[config.mk]
export PLATFORM = sky130hd
export DESIGN_NAME = line_pattern_matcher
export DESIGN_NICKNAME = d
export VERILOG_FILES = /design/src/hw/rtl/lpm_pkg.sv /design/src/hw/rtl/lpm_cell.sv /design/src/hw/rtl/lpm_result_fifo.sv /design/src/hw/rtl/line_pattern_matcher.sv
export SDC_FILE = /design/constraint.sdc
export NUM_CORES = 2
export LEC_CHECK = 0
export BUFFER_PORTS_ARGS = -buffer_cell sky130_fd_sc_hd__buf_2
export CAP_MARGIN = 15
export CORE_AREA = 4 4 317 319
export CTS_CLUSTER_SIZE = 10
export DETAILED_ROUTE_END_ITERATION = 8
export DIE_AREA = 0 0 321 323
export PLACE_DENSITY = 0.77
export SLEW_MARGIN = 20
export SYNTH_ARGS = -nofsm -noshare
export SYNTH_HDL_FRONTEND = slang
export SYNTH_HIERARCHICAL = 1
export SYNTH_SLANG_ARGS = --single-unit
export TNS_END_PERCENT = 5
[constraint.sdc]
create_clock -name aclk -period 13.1 [get_ports aclk]
set_clock_uncertainty 0.2 [all_clocks]
set_input_delay 1.965 -clock aclk [delete_from_list [all_inputs] [get_ports aclk]]
set_output_delay 1.965 -clock aclk [all_outputs]
set_load 0.05 [all_outputs]
[src/hw/rtl/lpm_pkg.sv]
`timescale 1ns / 1ps

package lpm_pkg;

    localparam int MAX_PATTERN  = 32;
    localparam int COUNT_BITS   = 32;
    localparam int PATTERN_REGS = 4;
    localparam int LEN_W        = $clog2(MAX_PATTERN + 1);
    localparam int PIDX_W       = (MAX_PATTERN > 1) ? $clog2(MAX_PATTERN) : 1;
    localparam int PAT_SLOTS    = 2 ** PIDX_W;

    localparam logic [7:0] NEWLINE_BYTE = 8'd10;

    localparam logic [31:0] COUNT_LIMIT =
        (COUNT_BITS >= 32) ? 32'hFFFF_FFFF : 32'((64'd1 << COUNT_BITS) - 64'd1);

    // result queue depth, power of two
    localparam int RES_DEPTH = 4;
    localparam int RES_PTR_W = $clog2(RES_DEPTH);
    localparam int RES_CNT_W = $clog2(RES_DEPTH + 1);

    typedef enum logic [2:0] {
        REG_LENGTH      = 3'd0,
        REG_PAT_LOW     = 3'd1,
        REG_PAT_SECOND  = 3'd2,
        REG_PAT_THIRD   = 3'd3,
        REG_PAT_HIGH    = 3'd4
    } cfg_reg_t;

    typedef struct packed {
        logic [7:0] data;
        logic       valid;
    } cell_data_t;

    typedef struct packed {
        logic shift;
        logic clear;
    } cell_ctrl_t;

    typedef struct packed {
        logic [31:0] line_number;
        logic [31:0] match_count;
        logic        done;
    } result_t;

    function automatic logic [31:0] sat_inc(input logic [31:0] v);
        return (v >= COUNT_LIMIT) ? COUNT_LIMIT : v + 32'd1;
    endfunction

endpackage

[src/hw/rtl/lpm_cell.sv]
`timescale 1ns / 1ps

module lpm_cell (
    input  logic               aclk,
    input  logic               aresetn,
    input  lpm_pkg::cell_ctrl_t ctrl,
    input  lpm_pkg::cell_data_t from_prev,
    input  logic               active,
    input  logic [7:0]         pat_byte,
    output lpm_pkg::cell_data_t to_next,
    output logic               eq
);
    import lpm_pkg::*;

    cell_data_t slot_reg;

    always_ff @(posedge aclk) begin
        if (!aresetn) begin
            slot_reg.valid <= 1'b0;
            slot_reg.data  <= '0;
        end else if (ctrl.clear) begin
            slot_reg.valid <= 1'b0;
        end else if (ctrl.shift) begin
            slot_reg <= from_prev;
        end
    end

    // compare on the contents this cell takes in this cycle
    assign eq      = !active || (from_prev.valid && (from_prev.data == pat_byte));
    assign to_next = slot_reg;

endmodule

[src/hw/rtl/lpm_result_fifo.sv]
`timescale 1ns / 1ps

module lpm_result_fifo (
    input  logic             aclk,
    input  logic             aresetn,
    input  logic [1:0]       push_cnt,
    input  lpm_pkg::result_t entry0,
    input  lpm_pkg::result_t entry1,
    output logic             room,
    output logic             m_valid,
    input  logic             m_ready,
    output lpm_pkg::result_t head
);
    import lpm_pkg::*;

    result_t               entries [RES_DEPTH];
    logic [RES_PTR_W-1:0]  wr_ptr_reg, wr_ptr_next;
    logic [RES_PTR_W-1:0]  rd_ptr_reg, rd_ptr_next;
    logic [RES_CNT_W-1:0]  cnt_reg, cnt_next;
    logic                  pop;

    assign m_valid = (cnt_reg != '0);
    assign pop     = m_valid && m_ready;
    assign room    = (cnt_reg <= RES_CNT_W'(RES_DEPTH - 2));
    assign head    = entries[rd_ptr_reg];

    always_comb begin
        wr_ptr_next = wr_ptr_reg + RES_PTR_W'(push_cnt);
        rd_ptr_next = rd_ptr_reg + RES_PTR_W'(pop);
        cnt_next    = cnt_reg + RES_CNT_W'(push_cnt) - RES_CNT_W'(pop);
    end

    always_ff @(posedge aclk) begin
        if (!aresetn) begin
            wr_ptr_reg <= '0;
            rd_ptr_reg <= '0;
            cnt_reg    <= '0;
        end else begin
            wr_ptr_reg <= wr_ptr_next;
            rd_ptr_reg <= rd_ptr_next;
            cnt_reg    <= cnt_next;
        end
    end

    always_ff @(posedge aclk) begin
        if (push_cnt != 2'd0) begin
            entries[wr_ptr_reg] <= entry0;
        end
        if (push_cnt == 2'd2) begin
            entries[wr_ptr_reg + RES_PTR_W'(1)] <= entry1;
        end
    end

endmodule

[src/hw/rtl/line_pattern_matcher.sv]
`timescale 1ns / 1ps

// Fixed-string line search. Text enters one byte per transaction on the s_ channel, with
// s_last_byte on the final byte; every line holding the pattern (registers at APB offsets
// 0x00 length, 0x08..0x20 pattern bytes, lowest byte first) gives one m_ transaction with
// its line number and the running match count, and the final byte adds a done transaction
// carrying the total. A byte is taken every cycle: the window is a row of 32 shift cells,
// each comparing its byte against the aligned pattern byte in the cycle the byte arrives,
// so the match is decided in that cycle. Results pass through a four-entry queue;
// input is held off only while fewer than two entries are free, so sustained throughput
// is one byte per cycle unless the result side stalls. Counts saturate at 2^32 - 1.
module line_pattern_matcher (
    input  logic        aclk,
    input  logic        aresetn,
    input  logic        s_valid,
    output logic        s_ready,
    input  logic [7:0]  s_text_byte,
    input  logic        s_last_byte,
    output logic        m_valid,
    input  logic        m_ready,
    output logic [31:0] m_line_number,
    output logic [31:0] m_match_count,
    output logic        m_done_res,
    input  logic        psel,
    input  logic        penable,
    input  logic        pwrite,
    input  logic [5:0]  paddr,
    input  logic [63:0] pwdata,
    output logic [63:0] prdata,
    output logic        pready
);
    import lpm_pkg::*;

    logic [5:0]        len_reg;
    logic [63:0]       pattern_reg [PATTERN_REGS];
    logic [LEN_W-1:0]  len_eff;
    logic [7:0]        pat_bytes [PAT_SLOTS];
    cfg_reg_t          reg_sel;

    logic [31:0]       cur_line_reg, cur_line_next;
    logic [31:0]       matches_reg, matches_next;
    logic              line_matched_reg, line_matched_next;

    cell_data_t        chain [MAX_PATTERN+1];
    cell_ctrl_t        cell_ctrl;
    logic [MAX_PATTERN-1:0] cell_eq;
    logic [MAX_PATTERN-1:0] cell_active;

    logic              accept, is_nl, take_byte, end_line, hit, matched, report;
    logic [31:0]       match_new;
    logic [1:0]        push_cnt;
    result_t           entry0, entry1, head;
    logic              room;

    // configuration
    assign pready  = 1'b1;
    assign reg_sel = cfg_reg_t'(paddr[5:3]);

    always_ff @(posedge aclk) begin
        if (!aresetn) begin
            len_reg <= '0;
            for (int i = 0; i < PATTERN_REGS; i++) begin
                pattern_reg[i] <= '0;
            end
        end else if (psel && penable && pwrite) begin
            case (reg_sel)
                REG_LENGTH:     len_reg        <= pwdata[5:0];
                REG_PAT_LOW:    pattern_reg[0] <= pwdata;
                REG_PAT_SECOND: pattern_reg[1] <= pwdata;
                REG_PAT_THIRD:  pattern_reg[2] <= pwdata;
                REG_PAT_HIGH:   pattern_reg[3] <= pwdata;
                default: ;
            endcase
        end
    end

    always_comb begin
        case (reg_sel)
            REG_LENGTH:     prdata = {58'd0, len_reg};
            REG_PAT_LOW:    prdata = pattern_reg[0];
            REG_PAT_SECOND: prdata = pattern_reg[1];
            REG_PAT_THIRD:  prdata = pattern_reg[2];
            REG_PAT_HIGH:   prdata = pattern_reg[3];
            default:        prdata = '0;
        endcase
    end

    assign len_eff = (len_reg > MAX_PATTERN) ? LEN_W'(MAX_PATTERN) : LEN_W'(len_reg);

    // bytes beyond the register set read as zero
    genvar p;
    generate
        for (p = 0; p < PAT_SLOTS; p++) begin : g_pat
            if (p < PATTERN_REGS * 8) begin : g_reg
                assign pat_bytes[p] = pattern_reg[p / 8][(p % 8) * 8 +: 8];
            end else begin : g_zero
                assign pat_bytes[p] = 8'd0;
            end
        end
    endgenerate

    // window cells; cell k holds the byte k places back
    assign chain[0].data  = s_text_byte;
    assign chain[0].valid = 1'b1;

    genvar k;
    generate
        for (k = 0; k < MAX_PATTERN; k++) begin : g_cell
            logic [LEN_W-1:0] sel;
            assign cell_active[k] = (len_eff > LEN_W'(k));
            assign sel            = len_eff - LEN_W'(k) - LEN_W'(1);

            lpm_cell u_cell (
                .aclk      (aclk),
                .aresetn   (aresetn),
                .ctrl      (cell_ctrl),
                .from_prev (chain[k]),
                .active    (cell_active[k]),
                .pat_byte  (pat_bytes[sel[PIDX_W-1:0]]),
                .to_next   (chain[k+1]),
                .eq        (cell_eq[k])
            );
        end
    endgenerate

    // transaction handling
    always_comb begin
        accept    = s_valid && s_ready;
        is_nl     = (s_text_byte == NEWLINE_BYTE);
        take_byte = accept && (s_last_byte || !is_nl);
        end_line  = accept && (s_last_byte || is_nl);
        hit       = take_byte && (len_eff != '0) && (&cell_eq);
        matched   = line_matched_reg || hit || (len_eff == '0);
        report    = end_line && matched;
        match_new = report ? sat_inc(matches_reg) : matches_reg;

        cell_ctrl.shift = take_byte;
        cell_ctrl.clear = end_line;

        entry0 = '{line_number: cur_line_reg, match_count: match_new, done: 1'b0};
        entry1 = '{line_number: 32'd0, match_count: match_new, done: 1'b1};
        push_cnt = 2'd0;
        if (accept && s_last_byte) begin
            if (report) begin
                push_cnt = 2'd2;
            end else begin
                push_cnt = 2'd1;
                entry0   = entry1;
            end
        end else if (report) begin
            push_cnt = 2'd1;
        end

        line_matched_next = end_line ? 1'b0 : (line_matched_reg || hit);
        if (accept && s_last_byte) begin
            cur_line_next = 32'd1;
            matches_next  = 32'd0;
        end else begin
            cur_line_next = end_line ? sat_inc(cur_line_reg) : cur_line_reg;
            matches_next  = match_new;
        end
    end

    always_ff @(posedge aclk) begin
        if (!aresetn) begin
            cur_line_reg     <= 32'd1;
            matches_reg      <= 32'd0;
            line_matched_reg <= 1'b0;
        end else begin
            cur_line_reg     <= cur_line_next;
            matches_reg      <= matches_next;
            line_matched_reg <= line_matched_next;
        end
    end

    lpm_result_fifo u_fifo (
        .aclk     (aclk),
        .aresetn  (aresetn),
        .push_cnt (push_cnt),
        .entry0   (entry0),
        .entry1   (entry1),
        .room     (room),
        .m_valid  (m_valid),
        .m_ready  (m_ready),
        .head     (head)
    );

    assign s_ready       = room;
    assign m_line_number = head.line_number;
    assign m_match_count = head.match_count;
    assign m_done_res    = head.done;

endmodule

==> results.yml <==
run_status:
  status: "finished clean"
critical_path:
  crit_start: "len_reg[5]"
  critical_path.max_fanout: 46
  cp.required_ns: 13.34
  r2r_cells: 26
  start_kind: "flop"
  worstSetupPathType: "flop to flop"
  end_kind: "flop"
  r2r-start: "len_reg[5]"
  cp_data_arrival_time_ns: 11.14
power:
  p_per_area_nw_per_um2: 122.6
  p_leak_nw: 23.94
  power_mw: 7.792
  ir_drop_uv: 115.1
routing:
  wl_microns: 214300
  vias: 43964
  drcViolationCount: 0
  vias_per_cell: 6.728
  dr.first_iter.drc_count: 6320
  ant_nets: 0
  wl_per_cell_microns: 32.80
  drt-pass1-iter-count: 8
floorplanning:
  die-area_sq_um: 103700
  io_pins: 218
  die_width_microns: 321
  die_y_microns: 323
  initial_core_util: 0.5929
  core_sq_um: 97840
  rows: 115
placed_design:
  placed_cells_incl_taps: 6347
  io_buffers: 213
  place.gp.congestion: 1.095
  hpwlAfterDp_microns: 161400
synthesis:
  syn_inst: 4949
  yosys_warnings: 6
  syn-cell-area_sq_um: 58010
  avgSynthCellArea_sq_um: 11.72
cts:
  cts_buffer_depth: 3
  cts_tree: "yes"
  cts_setup_buffers: 0
  cts_resized: 0
  cts-htree-levels: 3
  cts.sinks: 873
  postCtsHoldBufs: 0
  clkSlewWorstSetupHoldPaths_ns: 0.06
  root_buffer: "clkbuf_16"
  numCtsBuffers: 100
  clk_latency_ns: 0.70
timing:
  fmax_mhz: 91.75
  rsz0062_at_grt: "no"
  period_needed_ns: 10.90
  setup_viol: 0
  final-hold-violation-count: 0
  final.period_utilization: 0.8320
  setup_tns_ns: 0
  max_slew_margin: 0.1351
  worstMarginPinSlew_ns: 1.261
  drv_slew: 0
worst_hold_path:
  hp-start: "line_matched_reg"
  min_path_type: "flop to flop"
  hold_depth: 2
finish:
  postLayoutCoreUtil: 0.6498
  nets: 5276
  synthToLayoutAreaGrowth_pct: 9.598
  largest_register_ffs: 279
  drive_gt1_frac: 0.2374
  finalNonFillerCells: 6534
global_routing:
  grt_pass1_wl_microns: 300800
  grt_max_degree: 209
  grt_usage: 0.4061
  antenna_found_initial: 17
  grt_overflow: 0
  grt_pass1_vias: 40569
job:
  cap_viol_max_count: 0
## power breakdown
part	switching (mW)	internal, mW	total [mW]
clock	1.12	1.48	2.60
combinational	1.31	0.664	1.98
sequential	0.136	3.08	3.21
## metal layers
layer  GRT usage  wire length (microns)  up-vias
li1            -                      -    18703
met1      0.5736                  85540    22066
met2      0.5880                  91150     2801
met3      0.1251                  27070      392
met4      0.1634                  10570        2
met5           0                      7        -
## through the flow
stage	worst slack [ns]	hold WS (ns)	instance area, sq um
floorplan	2.341	0.2725	58510
finish	2.201	0.3135	63580
detailed placement	2.543	0.3061	60470
CTS	2.477	0.3165	63430
global placement	2.546	0.2937	60460
global route	2.133	0.3522	63550
## critical path, stage by stage (launching register included)
cell and delay [ns]:
dfxtp_1 0.29, buf_4 0.23, inv_2 0.36, nand2_4 0.53, inv_2 0.49, buf_4 0.60
xnor2_2 0.19, buf_4 0.65, nand4_1 0.16, buf_4 0.28, nand2_1 0.10, buf_4 0.34
a211oi_1 0.13, nor4_1 1.03, xnor2_1 0.21, nand3_1 0.10, o31ai_1 0.34, nand4_1 0.35
nor4_1 0.85, buf_4 0.27, a21oi_1 0.07, buf_4 0.20, nor2_2 0.46, ha_1 0.46
and4bb_4 0.82, buf_4 0.35, mux2_2 0.37
## area by class of cell
cell class / instances / area, sq um
diodes: 19 / 47.55
clock buffers: 159 / 2806
clock inverters: 9 / 152.6
fillers: 7551 / 34270
inverters: 21 / 83.83
multi-input cells: 3871 / 34450
flip-flops and latches: 873 / 22650
well taps: 1287 / 1610
repair buffers: 295 / 1775
## final timing paths
check	slack, ns	end
max	2.20	u_fifo/entries[3][13]
min	0.31	line_matched_reg
max reg2reg	2.20	u_fifo/entries[3][13]
min reg2reg	0.31	line_matched_reg
## cell usage in the layout, fill, tap and decap left out, types with 62 or more instances in the layout
cell type and instances:
clkbuf_16 102, buf_2 212, dfxtp_1 355, nand3_1 66, nand4_1 62, edfxtp_1 516
xnor2_1 292, nand2_1 728, a22oi_1 128, nor2b_1 294, mux2i_1 675, mux4_2 385
conb_1 135, buf_4 75, and2_1 268, mux2_2 341
Note: power is estimated with default switching activity, not from simulation.
